--- config.mk ---
export PLATFORM = sky130hd
export DESIGN_NAME = srp_ram
export DESIGN_NICKNAME = d
export VERILOG_FILES = /design/src/srp_ram.sv
export SDC_FILE = /design/constraint.sdc
export NUM_CORES = 2
export LEC_CHECK = 0
export BUFFER_PORTS_ARGS = -buffer_cell sky130_fd_sc_hd__buf_2
export CORE_MARGIN = 2
export CORE_UTILIZATION = 40
export CTS_BUF_LIST = sky130_fd_sc_hd__clkbuf_4
export CTS_CLUSTER_DIAMETER = 60
export CTS_CLUSTER_SIZE = 16
export DETAILED_ROUTE_END_ITERATION = 16
export PLACE_DENSITY_LB_ADDON = 0.05
export SYNTH_ARGS = -nofsm -noshare
export SYNTH_HDL_FRONTEND = slang
export SYNTH_SLANG_ARGS = --single-unit
export TNS_END_PERCENT = 10
--- constraint.sdc ---
create_clock -name clk -period 4.95 [get_ports clk]
set_input_delay 0.2475 -clock clk [delete_from_list [all_inputs] [get_ports clk]]
set_output_delay 0.2475 -clock clk [all_outputs]
set_load 0.01 [all_outputs]
--- src/srp_ram.sv ---
// Generic single-write, single-read RAM with a registered read port.
module srp_ram #(
	parameter int WIDTH = 8,
	parameter int DEPTH = 256
) (
	input  logic                     clk,
	input  logic                     we,
	input  logic [$clog2(DEPTH)-1:0] waddr,
	input  logic [WIDTH-1:0]         wdata,
	input  logic [$clog2(DEPTH)-1:0] raddr,
	output logic [WIDTH-1:0]         rdata
);

	logic [WIDTH-1:0] mem [DEPTH];

	always_ff @(posedge clk) begin
		if (we) begin
			mem[waddr] <= wdata;
		end
		rdata <= mem[raddr];
	end

endmodule

==> results.md <==
* Syn. warnings at 0
* P_leak at around 26 nW
* Initial antenna violation count at 18
* Fmax at roughly 0.31 GHz
* I/O Buffers at 33
* Cts bufs inserted at 169
* Overall Global Routing Usage at 22.0%
* Largest net degree at the start of global routing at approximately 160
* DP Worst Slack at 777 ps
* Worst Hold Launch: wdata[1]
* Sequential element share of the synthesized area at around 78%
* Final count of pins violating max slew at 0
* Area share of and/or/nand/nor cells after synthesis at between 2 and 3%
* Cell Int Power at approximately 22 mW
* Area Overhead vs Synth at 7.61%
* Most used DFF post-synth: edfxtp_1
* Worst-path cell chain: dlygate4sd3_1 > buf_4 > buf_4 > nor2_4 > buf_4 > a22oi_1 > a31oi_1 > nor4_1 > buf_4 > nor4_1
* DPL Wire Length at between 100 and 150 mm
* Synth Area in Adders at 0%
* Number of setup buffers added after CTS at 0
* Clock power share at between 20 and 30%
* Layout cells sized above 1 at between 20% and 30%
* Final net count at 3885
* Io pins at 34
* Die ar. at 0.202 mm²
* Tcrit/Tclk final at about 65%
* Worst-path maximum fanout at 22
* Fillcell total at approximately 17000
* H-tree depth at 4
* Seq pwr share at roughly 66%
* Arr. time, crit path at about 4400 ps
* Critical path launch point type: input port
* Placed cells at 6292
* FF-to-FF Start: mem[211][3]
* Sw Share at between 20% and 30%
* Die Y at roughly 450 µm
* DRC at 0
* Final Skew at 62.0 ps
* XOR/XNOR Fraction of Synth Area at 0%
* Initial DRC Count at 4102
* Num Clock Sinks at ~2100
* Clock-pin slew on the worst setup and hold paths at approximately 150 ps
* CTS tree: built
* Routed wire per std cell at around 34 µm
* Fin util at 43.4%
* RSZ-0062 raised after global routing: no
* Slew HR at a little under a tenth
* Fin Setup TNS at 0 ps
* Max_cap viols at 0
* Mapped cell area at about 0.08 mm²
* Largest stage delay on the critical path at about 840 ps
* Fin. Hold Viols at 0
* Post-Syn Instances at between 3000 and 4000
* Async set-reset flop share out of synthesis at 0%
* Vias post-DR at around 38000
* CP Capture Type: register
* Synth Area in Compound Gates at under 10%
* #FFs+latches synth at around 2000
* Pwr dens at ~340 mW/mm²
* DR vias/cell at 5.80
* PostCTS Resize Cnt at 0
* Row count at 163
* Worst Setup SP: raddr[2]
* Drt total wl at roughly 220 mm
* Syn Nets at 3759
* Gate power share at between 6 and 7%
* Area of the multi-input gates at ~0.017 mm²
* Setup ws final at around 1700 ps
* Die X at about 450 µm
* Post-Syn Area per Cell at approximately 21 µm²
* Post-synthesis mux area share at 14.6%
* GP Congestion at between 0.8 and 0.9
* ANT nets after route at 0
* Crit path kind: input port to register
* Root Buffer: clkbuf_4
* Initial Util at around 40%
* EDFF count, synth at between 2000 and 2500
* Vias in the first global route at between 30000 and 40000
* Least-Margin Pin Slew at around 1400 ps
* Status: finished, final reports clean
* Pre-Repair DR Iteration Count at 5
* Non-filler cells, final at ~6600
* Register area at roughly 0.062 mm²
* Crit-path most repeated cell: buf_4
* Critical path's slowest cell: nor2_4
* Grt total ovfl at 0
* Max Root-Sink Buffers at 3
* Tmin final at between 3000 and 4000 ps
* Core region area at about 0.20 mm²
* Worst min-delay path category: input port to register
* Global-route wire length before repair at 313 mm
* Worst skew pair latency at around 1300 ps
* Critical Path RT at between 6000 and 7000 ps
* Psw at between 6 and 7 mW
* Maximum vdd drop at slightly above 0.2 mV
* Yosys cell types at 55
* Largest family of logic cells by synthesized area: multiplexers
* Final setup violation count at 0
-- power groups by stage --
stage / clock network (mW) / registers [mW] / logic (mW)
finish: 8.20 / 19.2 / 1.85
floorplan: 0 / 19.6 / 0.932
CTS: 8.47 / 19.2 / 1.90
detailed placement: 0 / 19.6 / 1.85
global route: 9.05 / 19.2 / 1.96
global placement: 0 / 19.6 / 1.82
-- registers in the layout, indices dropped and copies added (netlist names) --
signal / flops
mem: 2048
rdata: 8
-- through the flow --
| stage | total power, mW | hold WS [ps] | area, µm² |
|---|---|---|---|
| 2_1_floorplan | 20.5 | 346 | 79600 |
| 3_3_place_gp | 21.4 | 653 | 82800 |
| 3_5_place_dp | 21.5 | 662 | 82900 |
| 4_1_cts | 29.6 | 7.01 | 85600 |
| 5_1_grt | 30.2 | 18.1 | 85600 |
| 6_report | 29.3 | 137 | 85600 |
-- path summary, 6_finish.rpt --
path | endpoint | cells past startpoint | slack, ps
max reg2reg | rdata[3] | 6 | 2090
min reg2reg | rdata[7] | 5 | 1170
min | mem[106][1] | 2 | 140
max | rdata[3] | 10 | 1740
-- critical path, delay by kind of cell --
family	cells	cell delay [ps]
buffers and inverters	5	1830
and+or+nand+nor	3	1350
AOI/OAI and AO/OA	2	910
-- routing by layer --
layer	track usage [%]	vias to the layer above	wire, µm
met3	3.24	250	12300
met1	30.4	21015	95100
met2	36.7	1211	110000
met5	0	-	7
li1	-	15902	-
met4	5.41	2	5230
-- area by class of cell --
type / count / share of cell area [%]
Tap cell: 2640 / 3.86
Clock buffer: 193 / 1.69
Antenna cell: 15 / 0.0438
Sequential cell: 2056 / 72.0
Inverter: 2 / 0.00877
Clock inverter: 86 / 0.965
Timing Repair Buffer: 188 / 2.10
Multi-Input combinational cell: 1442 / 19.3
-- repair_timing --
action                                   CTS  global route
endpoints found under the setup margin     0             0
hold buffers                              36             0
hold endpoints to repair                2694             0
-- layout by cell type, fill, tap and decap left out, types with 32 or more instances in the layout --
cell type | synthesis | final
mux2i_1 | 134 | 134
nand2_1 | 33 | 32
o221ai_1 | 46 | 46
nand3_1 | 34 | 34
nor2_1 | 282 | 279
mux4_2 | 454 | 454
a21oi_1 | 96 | 96
edfxtp_1 | 2048 | 2048
buf_4 | 27 | 104
a22oi_1 | 133 | 133
clkbuf_4 | 0 | 193
-- cell usage after synthesis (all sizes together), types with 28 or more instances --
library cell     n  area share [%]
mux2i          134             1.7
o22ai           28            0.22
o221ai          47            0.53
clkbuf         111            0.52
a22oi          133             1.3
nor2b           31            0.24
nor2           282             1.3
edfxtp        2048              77
nand3           34            0.21
mux4           456              13
nand2           33            0.16
a21oi           96            0.60
buf            122             1.3
-- cells by family after synthesis --
group,after synthesis
AO/OA/AOI/OAI,385
buffers and inverters,235
flip-flops,2056
multiplexers,591
AND/OR/NAND/NOR,466
Note: power is estimated with default switching activity, not from simulation.
